**src/rtl/core/pcs_ram.sv**
```systemverilog
module pcs_ram #(
    parameter int WIDTH = 8,
    parameter int DEPTH = 256
) (
    input  logic                     i_clk,
    input  logic                     i_we,
    input  logic [$clog2(DEPTH)-1:0] i_waddr,
    input  logic [WIDTH-1:0]         i_wdata,
    input  logic [$clog2(DEPTH)-1:0] i_raddr,
    output logic [WIDTH-1:0]         o_rdata
);
    logic [WIDTH-1:0] r_mem [DEPTH];

    // one write port, registered read port
    always_ff @(posedge i_clk) begin
        if (i_we) begin
            r_mem[i_waddr] <= i_wdata;
        end
        o_rdata <= r_mem[i_raddr];
    end
endmodule

```
**config.mk**
```make
export PLATFORM = sky130hd
export DESIGN_NAME = pcs_ram
export DESIGN_NICKNAME = d
export VERILOG_FILES = /design/src/rtl/core/pcs_ram.sv
export SDC_FILE = /design/constraint.sdc
export NUM_CORES = 2
export LEC_CHECK = 0
export ABC_CLOCK_PERIOD_IN_PS = 2600
export BUFFER_PORTS_ARGS = -buffer_cell sky130_fd_sc_hd__buf_2
export CORE_UTILIZATION = 57
export DETAILED_ROUTE_END_ITERATION = 12
export PLACE_DENSITY = 0.86
export SLEW_MARGIN = 10
export SYNTH_ARGS = -nofsm -noshare
export SYNTH_HDL_FRONTEND = slang
export SYNTH_SLANG_ARGS = --single-unit
```
**constraint.sdc**
```tcl
create_clock -name i_clk -period 2.6 [get_ports i_clk]
set_clock_uncertainty 0.2 [all_clocks]
set_input_delay 0.39 -clock i_clk [delete_from_list [all_inputs] [get_ports i_clk]]
set_output_delay 0.39 -clock i_clk [all_outputs]
set_load 0.01 [all_outputs]
```
# --- After elaboration in Yosys (flattened, before gate mapping) ---
# Memory sizes are Yosys's and may differ from the RTL's. A register that Yosys moved wholly into a read port is not among the register bits.
# Cells that the tools add are included.
totals:
  register_bits: 0
  mem_bits_rw: 2048
  inputBits: 26
  output_inout_bits: 8
  n_memories: 1
classes:
  muxes: 2
mem_list:
  columns: ["memory", "words", "word_bits", "rd", "rd_ports_with_merged_regs", "write_ports", "line_no", "text"]
  rows:
  - ["r_mem", 256, 8, 1, 1, 1, "12", "logic [WIDTH-1:0] r_mem [DEPTH];"]
ops:
  columns: ["op", "n"]
  rows:
  - ["1-bit two-way mux", 2]

# --- Depth between registers and ports, before layout ---
logic_depth:
  depth_word: 2
  depth_mapped: 11
  depth_no_buf: 6

# --- Worst setup path before layout ---
# No wires, ideal clock.
synth_path:
  path_type: "input to register"
  startpoint: "input port i_raddr[0]"
  endpoint: "register o_rdata[2] (read register of r_mem)"
  setup_time_ns: 0.131
  arrival_ns: 2.197
  required_ns: 2.269
  setup_slack_ns: 0.072
  stages: 9
  path_cell_list: "buf_6 buf_12 buf_8 buf_2 mux4_2 a22oi_1 a21oi_1 nor4_1 nor4_2"
synth_rtl:
  columns: ["item", "line_no", "text"]
  rows:
  - ["start, declared", "9", "input logic [$clog2(DEPTH)-1:0] i_raddr,"]
  - ["end, declared", "10", "output logic [WIDTH-1:0] o_rdata"]

==> out/results.ini <==
[run_status]
status=finished with violations
violations=negative setup slack

[detailed_routing]
first_pass_iters=9
viasPerCell=7.23
drt-initial-drc-count=8858
vias=47000
wl_um=240000
wl_per_cell_um=37.0
ant_nets=0
drc_errors=0

[pwr]
combPwrFrac_pct=5.9
vdd_ir_drop_max_mv=0.854
p_seq_share_pct=52.0
p_leak_uw=0.0306
p_sw_uw=15400
power.density_mw_per_mm2=750
p_int_uw=55000
sw_frac_of_total_pct=21.9
power.share.clock_pct=42.1

[global_route]
gr-usage-all-layers_pct=34.0
antenna_found_initial=12
globalRouteOverflowTotal=0
grt_max_degree=102
grt_pass1_wl_um=337000
grt_pass1_vias=47100

[worst_hold_path]
hp-class=primary input to register
hold_path_depth=1

[clocking]
clkLatencyLatePin_ps=860
cts.sinks=2056
ctsLongestPathBuffers=3
root_buffer=clkbuf_16
cts_tree=yes
h-tree-depth=4
clkTransAtPathRegs_ps=70
numCtsBuffers=191

[finish]
design_area_mm2=0.0940
final_util_pct=68.1
final-seq-area_mm2=0.0617
fill_cells=7399
final_common_cell=edfxtp_1
final_nets=4492
multi_input_area_mm2=0.0168
layout_common_cells=edfxtp_1, buf_4, mux4_2
syn_to_final_growth_pct=18.1
drive_gt1_share_pct=33.4
fin_cells=6495

[sta]
maxSlewViolCount=0
period_minus_slack_ps=2720
slew_headroom_pct=31.7
finalHoldViolCount=0
fin_ws_ps=-118
hold_ws_ps=47.9
post-route-period-util_pct=105
setup_viol=6
fmax_ghz=0.368
worst_pin_slew_ps=1020

[die]
die_h_um=376
num_io_pins=34
fp.dieW_um=376
initial_core_util_pct=57.6
dieArea_mm2=0.141
rows=136
coreArea_mm2=0.138

[place]
io_buffers=33
place_inst=6121
place_area_mm2=0.0870
hpwl_um=133000
dp_slack_ps=-1190
place_congestion=0.962

[logic_synthesis]
syn_nets=3759
synth_seq_area_share_pct=77.5
synth_edf_count=2048
async_flop_share_pct=0
ys_seq_elements=2056
synth_area_mm2=0.0796
synth_cell_types=55
synth.avg_cell_area_um2=21.3
synth_flop_cell=edfxtp_1
yosysWarnings=0
syn_inst=3733

[critical_path]
cp.required_ps=3130
reg2reg_depth=6
crit_fanout=20
crit_type=primary input to register
arrival_ps=3240
worstSetupStartpointType=primary input
worst_setup_path_end_kind=register

[run]
drv_cap=0

[layout make-up]
type / instances / share of cell area, %
sequential: 2056 / 65.6
antenna: 5 / 0.0133
clock buffer: 239 / 5.42
inverter: 2 / 0.00799
timing repair buffer: 773 / 7.13
clock inverter: 115 / 1.50
tap: 1863 / 2.48
multi-input combinational: 1442 / 17.8
[power groups by stage]
stage               registers, uW  clock network (uW)  logic (uW)
finish                      36600               29600        4180
global route                36600               30700        4220
CTS                         36600               29600        3960
detailed placement          37300                   0        3760
global placement            37300                   0        3610
floorplan                   37300                   0        1770
[state kept, by name, summed over array words and instances (netlist names)]
register  count
r_mem      2048
o_rdata       8
[path summary, 6_finish.rpt]
kind,from,end,slack (ps)
hold / removal,i_wdata[2],r_mem[83][2],50
setup reg to reg,r_mem[77][1],o_rdata[1],-50
hold reg to reg,r_mem[49][0],o_rdata[0],1090
setup / recovery,i_raddr[0],o_rdata[0],-120
[repair_timing]
item / in CTS / in global routing
endpoints found under the setup margin: 7 / 8
setup buffers: 0 / 6
pin swaps: 2 / 13
hold buffers: 9 / 0
hold endpoints to repair: 255 / 0
gates resized for setup: 24 / 34
[stage by stage]
step | power, uW | TNS [ps]
after floorplan | 39100 | 0
after global placement | 40900 | -7120
after detailed placement | 41100 | -7590
after CTS | 70100 | 0
after global routing | 71500 | -71.0
final | 70400 | -229
[kinds of logic after synthesis]
| kind of cell | after synthesis | synth area share, % |
|---|---|---|
| DFF | 2056 | 77.5 |
| muxes | 591 | 14.6 |
| buffers and inverters | 235 | 1.83 |
| and+or+nand+nor | 466 | 2.63 |
| AOI/OAI and AO/OA | 385 | 3.42 |
[worst max-delay path, stage by stage]
cell and delay, ps:
buf_12 170, buf_16 200, buf_12 220, buf_4 260
mux2i_1 310, o221ai_1 250, a21oi_1 280, nor3_1 100
buf_4 200, nor4_1 510, buf_4 220, nor4_2 50
[layer usage]
metal / vias up / part of all wire, % / GRT usage (%)
li1: 17200 / - / -
met1: 23100 / 31 / 41.8
met2: 5443 / 47 / 53.6
met3: 1299 / 15 / 10.4
met4: 18 / 7.7 / 20.3
met5: - / 0.063 / 0.137
[cells in the mapped netlist, types with 13 or more instances]
library cell / count / area share [%]
a211oi_1: 16 / 0.15
a21oi_1: 96 / 0.60
a221oi_1: 13 / 0.14
a22oi_1: 133 / 1.3
buf_1: 22 / 0.10
buf_2: 31 / 0.20
buf_4: 27 / 0.25
buf_6: 21 / 0.30
buf_8: 13 / 0.25
clkbuf_1: 111 / 0.52
edfxtp_1: 2048 / 77
mux2i_1: 134 / 1.7
mux4_2: 454 / 13
nand2_1: 33 / 0.16
nand3_1: 34 / 0.21
nor2_1: 282 / 1.3
nor2b_1: 31 / 0.24
nor3_1: 22 / 0.14
nor4_1: 24 / 0.19
o221ai_1: 46 / 0.51
o22ai_1: 28 / 0.22
(Power assumes the default switching activity.)
