[src/rtl/core/pcs_pkg.sv]
package pcs_pkg;

    // fixed field widths
    localparam int W_CMD     = 1;
    localparam int W_NODE    = 8;
    localparam int W_PARENT  = 9;
    localparam int W_BRANCH  = 24;
    localparam int W_LEAF    = 8;
    localparam int W_CSET    = 4;
    localparam int W_RS      = 48;
    localparam int W_DEPTH   = 8;
    localparam int W_CFG_IDX = 2;
    localparam int W_CFG_DAT = 24;
    localparam int W_NCOUNT  = 9;
    localparam int W_MINLF   = 8;
    localparam int W_SCALE   = 24;
    localparam int FRAC_BITS = 16;
    localparam int NUM_BASES = 4;

    // command codes
    localparam logic [W_CMD-1:0] CMD_LOAD = 1'b0;
    localparam logic [W_CMD-1:0] CMD_LEAF = 1'b1;

    // register indexes
    localparam logic [W_CFG_IDX-1:0] REG_NODE_COUNT = 2'd0;
    localparam logic [W_CFG_IDX-1:0] REG_LEAF_FLOOR = 2'd1;
    localparam logic [W_CFG_IDX-1:0] REG_LEN_MULT   = 2'd2;

    // register reset values
    localparam logic [W_NCOUNT-1:0] RST_NODE_COUNT = 9'd1;
    localparam logic [W_MINLF-1:0]  RST_LEAF_FLOOR = 8'd0;
    localparam logic [W_SCALE-1:0]  RST_LEN_MULT   = 24'd65536;

    typedef struct packed {
        logic [W_NCOUNT-1:0] node_count;
        logic [W_MINLF-1:0]  leaf_floor;
        logic [W_SCALE-1:0]  len_mult;
    } t_cfg;

    typedef enum logic [3:0] {
        ST_CLEAR,
        ST_IDLE,
        ST_LEAF_WR,
        ST_NODE_RD,
        ST_NODE_DAT,
        ST_EVAL,
        ST_FOLD,
        ST_CHECK,
        ST_SCORE,
        ST_EMIT
    } t_state;

    typedef enum logic [2:0] {
        SC_IDLE,
        SC_LO,
        SC_HI,
        SC_SUB,
        SC_DONE
    } t_score_st;

endpackage

[src/rtl/core/pcs_cfg_if.sv]
interface pcs_cfg_if;
    import pcs_pkg::*;

    logic                 valid;
    logic                 ready;
    logic [W_CFG_IDX-1:0] index;
    logic [W_CFG_DAT-1:0] data;

    modport source (output valid, index, data, input ready);
    modport sink (input valid, index, data, output ready);
endinterface

[src/rtl/core/pcs_cfg_regs.sv]
module pcs_cfg_regs (
    input  logic          i_clk,
    input  logic          i_rst_n,
    pcs_cfg_if.sink       i_cfg,
    output pcs_pkg::t_cfg o_cfg
);
    import pcs_pkg::*;

    t_cfg r_cfg;

    assign i_cfg.ready = 1'b1;
    assign o_cfg       = r_cfg;

    // register writes, unknown indexes dropped
    always_ff @(posedge i_clk) begin
        if (!i_rst_n) begin
            r_cfg.node_count <= RST_NODE_COUNT;
            r_cfg.leaf_floor <= RST_LEAF_FLOOR;
            r_cfg.len_mult   <= RST_LEN_MULT;
        end else if (i_cfg.valid) begin
            case (i_cfg.index)
                REG_NODE_COUNT: r_cfg.node_count <= i_cfg.data[W_NCOUNT-1:0];
                REG_LEAF_FLOOR: r_cfg.leaf_floor <= i_cfg.data[W_MINLF-1:0];
                REG_LEN_MULT:   r_cfg.len_mult   <= i_cfg.data[W_SCALE-1:0];
                default: ;
            endcase
        end
    end
endmodule

[src/flat_wrapper.sv]
// flat-port wrapper written by rule: the top's interface ports become plain ports
module pcs_cfg_regs_flat import pcs_pkg::*;
  (i_clk, i_rst_n, o_cfg, i_cfg_valid, i_cfg_index, i_cfg_data, i_cfg_ready);
  pcs_cfg_if i_cfg_i ();
  input  logic i_clk;
  input  logic i_rst_n;
  output pcs_pkg::t_cfg o_cfg;
  input wire logic [$bits(i_cfg_i.valid)-1:0] i_cfg_valid;
  input wire logic [$bits(i_cfg_i.index)-1:0] i_cfg_index;
  input wire logic [$bits(i_cfg_i.data)-1:0] i_cfg_data;
  output wire logic [$bits(i_cfg_i.ready)-1:0] i_cfg_ready;
  assign i_cfg_i.valid = i_cfg_valid;
  assign i_cfg_i.index = i_cfg_index;
  assign i_cfg_i.data = i_cfg_data;
  assign i_cfg_ready = i_cfg_i.ready;
  pcs_cfg_regs u_core (.i_clk(i_clk), .i_rst_n(i_rst_n), .i_cfg(i_cfg_i), .o_cfg(o_cfg));
endmodule
[config.mk]
export PLATFORM = sky130hd
export DESIGN_NAME = pcs_cfg_regs_flat
export DESIGN_NICKNAME = d
export VERILOG_FILES = /design/src/rtl/core/pcs_pkg.sv /design/src/rtl/core/pcs_cfg_if.sv /design/src/rtl/core/pcs_cfg_regs.sv /design/src/flat_wrapper.sv
export SDC_FILE = /design/constraint.sdc
export NUM_CORES = 1
export LEC_CHECK = 0
export ABC_AREA = 0
export ABC_CLOCK_PERIOD_IN_PS = 3000
export BUFFER_PORTS_ARGS = -buffer_cell sky130_fd_sc_hd__buf_2
export CAP_MARGIN = 40
export CORE_UTILIZATION = 49
export DETAILED_ROUTE_END_ITERATION = 10
export GPL_TIMING_DRIVEN = 0
export PLACE_DENSITY = 0.9
export SYNTH_ARGS = -nofsm -noshare
export SYNTH_HDL_FRONTEND = slang
export SYNTH_SLANG_ARGS = --single-unit
[constraint.sdc]
create_clock -name i_clk -period 3 [get_ports i_clk]
set_clock_uncertainty 0.2 [all_clocks]
set_input_delay 0.15 -clock i_clk [delete_from_list [all_inputs] [get_ports i_clk]]
set_output_delay 0.15 -clock i_clk [all_outputs]
set_load 0.1 [all_outputs]
Word-level counts from Yosys, hierarchy flattened

Cells that the tools add are included.

Memory bits (read-only): 0
Register bits after elaboration: 41
Logic and storage cells: 9
Bits in latches: 0
Bits of input ports: 29
Output and inout bits: 42
Memories kept: 0
Bits in writable memories: 0

Bitwise logic cells: 0
Multiplexer cells: 0
Reductions and logical operators: 4
Eq/ne operators: 2
Add/sub/neg operators: 0
Divide/modulo/power cells: 0
Multipliers: 0
Order comparisons: 0
Shift operators: 0

Operators by type and width:

| operator             | count |
|---|---|
| $reduce_and A2 Y1    | 3 |
| $eq A2 B1 Y1 const B | 1 |
| $eq A2 B2 Y1 const B | 1 |
| $logic_not A2 Y1     | 1 |

Longest topological paths before layout

Depth after elaboration: 2
Depth in mapped cells: 4
Depth with buffers taken out: 2

Worst setup path before layout

Ideal clock, no wire load.

Kind: reg-to-reg
Start: register u_core.o_cfg[16] (netlist name)
End: register u_core.r_cfg, in the netlist u_core.o_cfg[16]
Stages on the path, launching flop included: 3
Arrival: 1.186 ns
Data required time: 2.721 ns
Path buffers: 0
Library setup time: 0.079 ns
Setup slack: 1.535 ns
Period minus slack after synthesis: 1.465 ns
Path through: dfxtp_1 inv_1 o211ai_1

RTL lines:

| item          | line              | RTL |
|---|---|---|
| end, declared | pcs_cfg_regs.sv:9 | `t_cfg r_cfg;` |

Worst setup path after layout

Start: input port i_cfg_index[0]
End: register u_core.r_cfg, in the netlist u_core.o_cfg[11]

Word-level cells in the longest chain between the ends: 2

Ends and longest elaborated chain:

| item                        | line               | RTL |
|---|---|---|
| start, declared             | flat_wrapper.sv:9  | `input wire logic [$bits(i_cfg_i.index)-1:0] i_cfg_index;` |
| $eq A2 B2 Y1                | pcs_cfg_regs.sv:21 | `case (i_cfg.index)` |
| $reduce_and A2 Y1 (no line) | --                 |  |

Every way passes these cells.
A chain may end at the register's enable or synchronous reset.

==> summary.txt <==
Place
  – Post-DP Area: 1990 um2
  – HPWL after DPL: 2.42 mm
  – RD Place Congestion: 0.821
  – I/O Buffers: between 60 and 70

Global routing
  – Total GRT Usage: 0.262
  – Largest net degree at the start of global routing: 13
  – Initial antenna violation count: 0
  – Number of global-route vias before repair: between 1000 and 1500
  – Grt ovf: 0
  – First-pass GRT wire length: 6.67 mm

Status
  – Status: completed

STA
  – RSZ-0062 raised after global routing: false
  – Least-Margin Pin Slew: between 500 and 600 ps
  – Max Fclk: 606 MHz
  – Final critical-path share of the clock period: 0.550
  – Final setup viols: 0
  – Max-slew headroom: 0.662
  – Final hold violation count: 0
  – Slew Limit Fails: 0
  – Period minus WS final: about 1700 ps
  – Total Neg Setup Slack: 0 ps

Critical path
  – R2R depth: 1
  – WP data arrival: 1730 ps
  – Max FO, Critical Path: 10
  – FF-to-FF Start: u_core.o_cfg[32]$_SDFFE_PN1P_
  – Worst EP required: 3080 ps
  – CP Launch Point: i_cfg_index[0]
  – RR Endpoint: u_core.o_cfg[32]$_SDFFE_PN1P_
  – WS Path Type: primary input to register
  – Crit path launch type: primary input
  – Critical Path End Type: register
  – R2R Setup Slk: ~2100 ps

Layout
  – Max FFs per register: 41
  – Fillers: 224
  – P&R area growth vs syn: 46.9%
  – Layout cell share with drive strength beyond 1: 0.316
  – Final-stage net count: 297
  – Antenna cells: 0
  – Design area: approximately 2300 um2

Clock tree
  – CTS Buffer Depth: 2
  – Num CTS Buffers: 5
  – Clock transition at path regs: between 100 and 150 ps
  – CTS tree: done
  – H-tree Lvls: 2
  – CTS sink cnt: just over 40
  – Root buf cell: clkbuf_4
  – Clk Latency, worst-skew pair: approximately 350 ps

Synthesis
  – Synth top area share: 0.516
  – Syn. warnings: 0
  – Number of flops mapped to enable cells by yosys: 0
  – Most frequent cell after synthesis: nand2_1
  – Cell accounting for the most synthesized area: dfxtp_1
  – Syn avg cell area: 9.64 um2
  – Top cells by count, synth: 62 x nand2_1, 41 x dfxtp_1, 39 x mux2i_1
  – Yosys reg bits: between 40 and 50
  – Post-synth ARST share: 0
  – Synth top area cells: dfxtp_1 52%, mux2i_1 25%, nand2_1 15%
  – Synth Flop Type: dfxtp_1
  – Syn Nets: 194
  – Netlist cell types: 17
  – Post-synthesis cell count: 165
  – Sequential area share after synthesis: 0.516
  – Mapped Area: 1590 um2

Drt
  – First-pass DRT Iterations: 4
  – Post-DR wirelength/cell: 13.5 um
  – Post-route antenna net violation count: 0
  – Drt drc: 0
  – Final WL: 4.21 mm
  – Vias/cell: 4.81
  – DR iter-0 viols: 67
  – Vias: 1506

Min path
  – Endpoint, Worst Hold: u_core.o_cfg[9]$_SDFFE_PN0P_
  – Hold path cells: 2
  – Worst hold start: u_core.o_cfg[9]$_SDFFE_PN0P_
  – HP Class: register to register

Floorplan
  – Initial Util: 0.517
  – Core area: 3080 um2
  – Die width: 59.0 um
  – Die height: 59.0 um
  – Die ar.: 3480 um2
  – Std-Cell Rows: 20
  – I/O pins: ~70

Job
  – Max-cap viol count: 0

Power and ir drop
  – Final Power: ~1.2 mW
  – Peak supply drop: 375 uV
  – Pleak: ~1.2 nW
  – Power per Cell Area: 500 nW/um2
layout make-up:
cell class | instances | area, um2 | area share
sequential | 41 | 821 | 0.351
multi-input combinational | 109 | 691 | 0.296
timing repair buffer | 96 | 621 | 0.266
buffer | 13 | 71.3 | 0.0305
clock buffer | 7 | 65.1 | 0.0279
tap | 44 | 55.1 | 0.0236
inverter | 2 | 7.51 | 0.00321
clock inverter | 1 | 5.00 | 0.00214
routing by layer:
| layer | track usage | share of wire | up-vias |
|---|---|---|---|
| li1 | - | - | 742 |
| met1 | 0.327 | 0.42 | 682 |
| met2 | 0.429 | 0.49 | 63 |
| met3 | 0.0480 | 0.049 | 19 |
| met4 | 0.139 | 0.039 | 0 |
| met5 | 0 | 0 | - |
metrics by stage:
stage / setup WS (ps) / std cells / hold WS (ps) / util
floorplan: 1540 / 165 / 92.2 / -
global placement: 1570 / 277 / 198 / 0.645
detailed placement: 1570 / 277 / 206 / 0.645
CTS: 1380 / 313 / 265 / 0.759
global route: 1280 / 313 / 287 / 0.759
finish: 1350 / 313 / 261 / 0.759
worst max-delay path, stage by stage:
cell           delay [ps]
dlygate4sd3_1         550
buf_2                 150
and3b_2               230
buf_2                 190
buf_4                 240
mux2i_1               230
power breakdown:
| group | total, mW | internal, mW | switching [mW] |
|---|---|---|---|
| clock | 0.308 | 0.136 | 0.172 |
| sequential | 0.573 | 0.564 | 0.00936 |
| combinational | 0.286 | 0.0764 | 0.210 |
cells by family after synthesis:
family,share of synthesized area
simple gates,0.176
compound gates,0.0102
mux,0.245
buf+inv,0.0496
other cells,0.00236
flops,0.516
layout by cell type, fill, tap and decap left out, drive strengths merged:
| master | n |
|---|---|
| buf | 77 |
| dlygate4sd3 | 28 |
| mux2i | 39 |
| and3b | 1 |
| a211o | 1 |
| or3b | 1 |
| nand4b | 1 |
| dfxtp | 41 |
| inv | 2 |
| nand3b | 1 |
| and4bb | 1 |
| o211ai | 1 |
| conb | 1 |
| clkinv | 1 |
| clkbuf | 11 |
| nand2 | 62 |
worst max-delay path by stage:
stage | slack, ps | depth (start not counted) | to
6_report | 1350 | 6 | u_core.o_cfg[11]$_SDFFE_PN0P_
2_1_floorplan | 1540 | 2 | u_core.o_cfg[16]$_SDFFE_PN1P_
3_5_place_dp | 1570 | 4 | u_core.o_cfg[32]$_SDFFE_PN1P_
5_1_grt | 1280 | 5 | u_core.o_cfg[4]$_SDFFE_PN0P_
4_1_cts | 1380 | 5 | u_core.o_cfg[32]$_SDFFE_PN1P_
3_3_place_gp | 1570 | 4 | u_core.o_cfg[32]$_SDFFE_PN1P_
what timing repair did:
action / CTS / global route
endpoints found under the hold margin: 41 / 0
hold buffers: 28 / 0
setup buffers: 0 / 0
resized for setup: 0 / 0
(Power assumes the default switching activity.)
