$ cat src/rtl/core/pcs_pkg.sv
package pcs_pkg;

    // fixed field widths
    localparam int W_CMD     = 1;
    localparam int W_NODE    = 8;
    localparam int W_PARENT  = 9;
    localparam int W_BRANCH  = 24;
    localparam int W_LEAF    = 8;
    localparam int W_CSET    = 4;
    localparam int W_RS      = 48;
    localparam int W_DEPTH   = 8;
    localparam int W_CFG_IDX = 2;
    localparam int W_CFG_DAT = 24;
    localparam int W_NCOUNT  = 9;
    localparam int W_MINLF   = 8;
    localparam int W_SCALE   = 24;
    localparam int FRAC_BITS = 16;
    localparam int NUM_BASES = 4;

    // command codes
    localparam logic [W_CMD-1:0] CMD_LOAD = 1'b0;
    localparam logic [W_CMD-1:0] CMD_LEAF = 1'b1;

    // register indexes
    localparam logic [W_CFG_IDX-1:0] REG_NODE_COUNT = 2'd0;
    localparam logic [W_CFG_IDX-1:0] REG_LEAF_FLOOR = 2'd1;
    localparam logic [W_CFG_IDX-1:0] REG_LEN_MULT   = 2'd2;

    // register reset values
    localparam logic [W_NCOUNT-1:0] RST_NODE_COUNT = 9'd1;
    localparam logic [W_MINLF-1:0]  RST_LEAF_FLOOR = 8'd0;
    localparam logic [W_SCALE-1:0]  RST_LEN_MULT   = 24'd65536;

    typedef struct packed {
        logic [W_NCOUNT-1:0] node_count;
        logic [W_MINLF-1:0]  leaf_floor;
        logic [W_SCALE-1:0]  len_mult;
    } t_cfg;

    typedef enum logic [3:0] {
        ST_CLEAR,
        ST_IDLE,
        ST_LEAF_WR,
        ST_NODE_RD,
        ST_NODE_DAT,
        ST_EVAL,
        ST_FOLD,
        ST_CHECK,
        ST_SCORE,
        ST_EMIT
    } t_state;

    typedef enum logic [2:0] {
        SC_IDLE,
        SC_LO,
        SC_HI,
        SC_SUB,
        SC_DONE
    } t_score_st;

endpackage

$ cat src/rtl/core/pcs_score.sv
module pcs_score #(
    parameter int BSUM_W = 33,
    parameter int COST_W = 9
) (
    input  logic                            i_clk,
    input  logic                            i_rst_n,
    input  logic                            i_start,
    input  logic [BSUM_W-1:0]               i_bsum,
    input  logic [COST_W-1:0]               i_cost,
    input  logic [pcs_pkg::W_SCALE-1:0]     i_scale,
    output logic                            o_done,
    output logic [pcs_pkg::W_RS-1:0]        o_rs
);
    import pcs_pkg::*;

    localparam int HI_W = BSUM_W - W_BRANCH;

    t_score_st                  r_st;
    t_score_st                  n_st;
    logic [BSUM_W-1:0]          r_b;
    logic [COST_W-1:0]          r_c;
    logic [W_SCALE-1:0]         r_s;
    logic [W_BRANCH+W_SCALE-1:0] r_plo;
    logic [HI_W+W_SCALE-1:0]    r_phi;
    logic [W_RS-1:0]            r_rs;

    assign o_done = (r_st == SC_DONE);
    assign o_rs   = r_rs;

    // step sequence
    always_comb begin
        n_st = r_st;
        case (r_st)
            SC_IDLE: if (i_start) n_st = SC_LO;
            SC_LO:   n_st = SC_HI;
            SC_HI:   n_st = SC_SUB;
            SC_SUB:  n_st = SC_DONE;
            SC_DONE: n_st = SC_IDLE;
            default: n_st = SC_IDLE;
        endcase
    end

    always_ff @(posedge i_clk) begin
        if (!i_rst_n) begin
            r_st <= SC_IDLE;
        end else begin
            r_st <= n_st;
        end
    end

    // partial products, low 24 bits then high bits of the branch sum
    always_ff @(posedge i_clk) begin
        case (r_st)
            SC_IDLE: begin
                if (i_start) begin
                    r_b <= i_bsum;
                    r_c <= i_cost;
                    r_s <= i_scale;
                end
            end
            SC_LO: r_plo <= r_b[W_BRANCH-1:0] * r_s;
            SC_HI: r_phi <= r_b[BSUM_W-1:W_BRANCH] * r_s;
            SC_SUB: begin
                r_rs <= W_RS'(r_plo >> FRAC_BITS)
                      + (W_RS'(r_phi) << (W_BRANCH - FRAC_BITS))
                      - (W_RS'(r_c) << FRAC_BITS);
            end
            default: ;
        endcase
    end
endmodule

$ cat config.mk
export PLATFORM = sky130hd
export DESIGN_NAME = pcs_score
export DESIGN_NICKNAME = d
export VERILOG_FILES = /design/src/rtl/core/pcs_pkg.sv /design/src/rtl/core/pcs_score.sv
export SDC_FILE = /design/constraint.sdc
export NUM_CORES = 2
export LEC_CHECK = 0
export CORE_ASPECT_RATIO = 0.9
export CORE_MARGIN = 10
export CORE_UTILIZATION = 45
export DETAILED_ROUTE_END_ITERATION = 10
export DONT_BUFFER_PORTS = 1
export GPL_ROUTABILITY_DRIVEN = 0
export GPL_TIMING_DRIVEN = 0
export PLACE_DENSITY = 0.63
export SYNTH_ARGS = -nofsm -noshare
export SYNTH_HDL_FRONTEND = slang
export SYNTH_SLANG_ARGS = --single-unit
$ cat constraint.sdc
create_clock -name i_clk -period 11.2 [get_ports i_clk]
set_input_delay 2.24 -clock i_clk [delete_from_list [all_inputs] [get_ports i_clk]]
set_output_delay 2.24 -clock i_clk [all_outputs]
set_load 0.02 [all_outputs]
; ---- After elaboration in Yosys (flattened, before gate mapping)
; Index checks and enable logic that the tools add are counted.
[classes]
n_eq_ne = 5
addsub = 2
mul = 2
reduce_logical = 2
mux = 2
[op_table]
columns = operator, count
row1 = multiplier 24 x 24 -> 48 bit, 1
row2 = subtractor 42 x 25 -> 43 bit, 1
row3 = adder 32 x 41 -> 42 bit, 1
row4 = multiplier 9 x 24 -> 33 bit, 1
row5 = case mux 3 bit (4 select lines), 1
row6 = "== test 3 x 2 -> 1 bit, second input constant", 2
row7 = "== test 3 x 1 -> 1 bit, second input constant", 1
row8 = "== test 3 bit, second input constant", 1
row9 = zero test 3 bit, 1
row10 = 2-to-1 mux 3 bit, 1
row11 = "inequality test 2 bit, second input constant", 1
row12 = AND reduction 2 bit, 1
[totals]
inputBits = 69
output_inout_bits = 49
regBits = 198

; ---- Depth between registers and ports, before layout
[depth]
word_depth = 2
depth_mapped = 26
mapped_depth_nobuf = 24

; ---- Least setup slack after synthesis
; No wires, ideal clock.
[synth_path]
path_kind = input to register
startpoint = input port i_start
endpoint = register r_b[0] (enable)
slack_ns = 1.595
stages = 1
arrival_ns = 8.929
required_ns = 10.524
path_buffers = 0
path_cell_list = nor4b_1
[synth_between]
elab_chain_len = 1
[synth_lines]
columns = item, line_no
row1 = start: declaration, pcs_score.sv:7  ; input logic i_start,
row2 = AND reduction 2 bit (no line), --
row3 = end signal: assignment, pcs_score.sv:56  ; r_b <= i_bsum;
row4 = end: declaration, pcs_score.sv:20  ; logic [BSUM_W-1:0] r_b;
; Every way passes these cells.
; A chain may end at the register's enable or synchronous reset.

; ---- Final worst setup path
[layout_path]
startpoint = register r_s[12]
endpoint = register r_plo[42], data pin
[layout_between]
elab_chain_len = 1
[layout_lines]
columns = item, line_no
row1 = start: declaration, pcs_score.sv:22  ; logic [W_SCALE-1:0] r_s;
row2 = start signal: assignment, pcs_score.sv:58  ; r_s <= i_scale;
row3 = multiplier 24 x 24 -> 48 bit, pcs_score.sv:61  ; SC_LO: r_plo <= r_b[W_BRANCH-1:0] * r_s;
row4 = end signal: assignment, pcs_score.sv:61
row5 = end: declaration, pcs_score.sv:23  ; logic [W_BRANCH+W_SCALE-1:0] r_plo;
; Every way passes these cells.

==> reports/metrics.yaml <==
synthesis:
  yosys.area_share.simple_pct: 15.4
  synth_warnings: 0
  synth.distinct_cells: 74
  synth_nets: 4523
  avgSynthCellArea_um2: 9.47
  synth-xor-area-share_pct: 2.23
  synth_compound_area_share_pct: 6.15
  synthFlopType: "edfxtp_1"
  syn-instance-count: 3530
  synthArstFlopShare_pct: 0
  synth_top_family_by_area: "adder cells"
  seq_area_frac_synth_pct: 15.8
  synth_edf_count: 174
  synth_mux_area_share_pct: 0.0299
  synthAdderAreaFrac_pct: 49.1
  synth_area_um2: 33400
  ys_ff_latch: 177
clock_tree:
  cts.sinks: 177
  cts_buffers: 17
  clock_path_buffers: 2
  post_cts_buffers: 0
  cts_max_level: 4
  root_buffer: "clkbuf_16"
  cts_resized: 0
  cts_tree: "done"
  clock_latency_ps: 520
  postCtsHoldBufs: 0
  path_clk_slew_ps: 100
min_path:
  min_path_type: "reg2reg"
  worstHoldStart: "r_plo[16]$_DFFE_PN_"
  hold_path_depth: 0
  holdPathEnd: "o_rs[0]$_DFFE_PP_"
timing:
  grt_setup_unrepaired: "no"
  period_needed_ps: 8670
  setup_viol: 0
  fin_worst_skew_ps: 31.1
  timing.fmax_mhz: 115
  period_share_pct: 77.5
  slew_viol_final: 0
  worstMarginPinSlew_ps: 1190
  fin_setup_tns_ps: 0
  hold_violations: 0
  maxSlewHeadroom_pct: 20.7
routing:
  drtAntennaViolNets: 0
  wl_um: 97800
  drt-vias-per-instance: 5.27
  drc: 0
  wl_per_cell_um: 21.5
  vias: 23900
  first_pass_iters: 5
  drt_first_iter_violations: 1754
setup_path:
  reg2reg_from: "r_s[12]$_DFFE_PP_"
  ff2ff_setup_slack_ps: 2530
  end_kind: "flip-flop"
  startpoint_type: "flip-flop"
  path_class: "reg2reg"
  reg2reg_depth: 23
  required_ps: 11430
  path_max_fanout: 10
  arrival_ps: 8900
  rr_endpoint: "r_plo[42]$_DFFE_PN_"
floorplan:
  num_rows: 94
  chipWidth_um: 307
  ios: 118
  die_h_um: 279
  core_area_um2: 73400
  die_area_um2: 85600
  start_util_pct: 45.6
global_route:
  antenna_found_initial: 8
  grt_pass1_wl_um: 150000
  grt_max_degree: 29
  grt_overflow: 0
  grt_pass1_vias: 24700
  gr-usage-all-layers_pct: 23.2
finish:
  final_core_utilization_pct: 48.2
  drive_gt1_share_pct: 2.15
  final_cell_mix: "inv_1, fa_1, nand2_1"
  area_growth_pct: 5.79
  nets: 4557
  final_common_cell: "inv_1"
placed_design:
  io_buffers: 0
  hpwlAfterDp_um: 80800
run_status:
  status: "finished, final reports clean"
flow_run:
  max_cap_violations: 0
## synth_stat cells, types with 4 or more instances
| master | n | share of area, % |
|---|---|---|
| clkbuf_1 | 146 | 1.6 |
| nor3b_1 | 9 | 0.20 |
| a211o_1 | 5 | 0.13 |
| o21ai_0 | 31 | 0.46 |
| nor2_1 | 60 | 0.67 |
| o21ai_1 | 9 | 0.13 |
| a221oi_1 | 8 | 0.21 |
| o2111ai_1 | 5 | 0.13 |
| a31oi_1 | 7 | 0.13 |
| edfxtp_1 | 174 | 16 |
| nand2_1 | 488 | 5.5 |
| fa_1 | 645 | 39 |
| a2111oi_0 | 5 | 0.13 |
| inv_1 | 838 | 9.4 |
| nand2b_1 | 12 | 0.22 |
| buf_2 | 5 | 0.075 |
| xnor2_1 | 54 | 1.4 |
| and3_1 | 9 | 0.17 |
| a21o_1 | 56 | 1.3 |
| a211oi_1 | 6 | 0.13 |
| buf_4 | 6 | 0.13 |
| a21oi_1 | 85 | 1.3 |
| xor2_1 | 31 | 0.81 |
| nor2b_1 | 11 | 0.21 |
| o31ai_1 | 4 | 0.090 |
| o22ai_1 | 4 | 0.075 |
| o21bai_1 | 15 | 0.34 |
| o21a_1 | 15 | 0.34 |
| ha_1 | 279 | 10 |
| o211ai_1 | 14 | 0.31 |
| and2_1 | 375 | 7.0 |
| and4_1 | 6 | 0.16 |
| nand3_1 | 19 | 0.28 |
| nand4_1 | 17 | 0.32 |
| nor3_1 | 19 | 0.28 |
| or3_1 | 4 | 0.075 |
## cells by family after synthesis
group           after synthesis
flops                       177
compound gates              302
fa+ha+maj                   924
buf+inv                     996
xor+xnor                     85
simple gates               1045
mux                           1
## worst max-delay path: stages (launching register included)
cell,delay (ps)
edfxtp_1,510
clkbuf_1,890
nand2_1,200
fa_1,590
inv_1,50
fa_1,470
inv_1,50
fa_1,490
inv_1,60
fa_1,570
inv_1,60
fa_1,460
fa_1,640
inv_1,70
ha_1,300
ha_1,380
nand4_1,230
nor3_1,530
nand3_1,140
a21oi_1,540
nor2_1,210
o21ai_1,280
a21oi_1,140
o311ai_1,510
## final cells by class
cell class	instances	area, um2
flip-flops and latches	177	5290
multi-input cells	2357	24400
clock inverters	15	144
diodes	2	5.00
plain buffers	158	623
repair buffers	15	144
clock buffers	17	425
fillers	6988	38000
inverters	838	3150
well taps	960	1200
## worst max-delay path by stage
| stage | startpoint | to | cells after the start |
|---|---|---|---|
| 2_1_floorplan | i_start | r_b[0]$_DFFE_PP_ | 1 |
| 3_3_place_gp | i_start | r_s[20]$_DFFE_PP_ | 1 |
| 3_5_place_dp | r_s[12]$_DFFE_PP_ | r_plo[42]$_DFFE_PN_ | 22 |
| 4_1_cts | r_s[12]$_DFFE_PP_ | r_plo[42]$_DFFE_PN_ | 22 |
| 5_1_grt | r_s[12]$_DFFE_PP_ | r_plo[42]$_DFFE_PN_ | 22 |
| 6_report | r_s[12]$_DFFE_PP_ | r_plo[42]$_DFFE_PN_ | 23 |
## state kept, by name, summed over array words and instances, names as in the netlist
signal and count:
r_b 33, r_c 9, r_plo 32, r_phi 33, o_rs 43, r_st 3, r_s 24
## through the flow
step	cell area [um2]	worst slack [ps]	instances	hold WS, ps
after CTS	35400	2680	4537	442
after floorplan	33400	1590	3530	400
after detailed placement	34800	2700	4505	428
after global placement	34600	-4500	4490	422
final	35400	2530	4539	443
after global routing	35400	2180	4539	437
## routing by layer
metal	vias up	routed length [um]	GRT usage [%]
li1	10700	-	-
met1	11900	41600	31.4
met2	1088	42000	34.8
met3	157	11400	8.02
met4	2	2790	7.17
met5	-	13	0
Power is left out: the tool's default activity adds up to more than one toggle a clock period on the data nets, which glitch-free logic cannot reach.
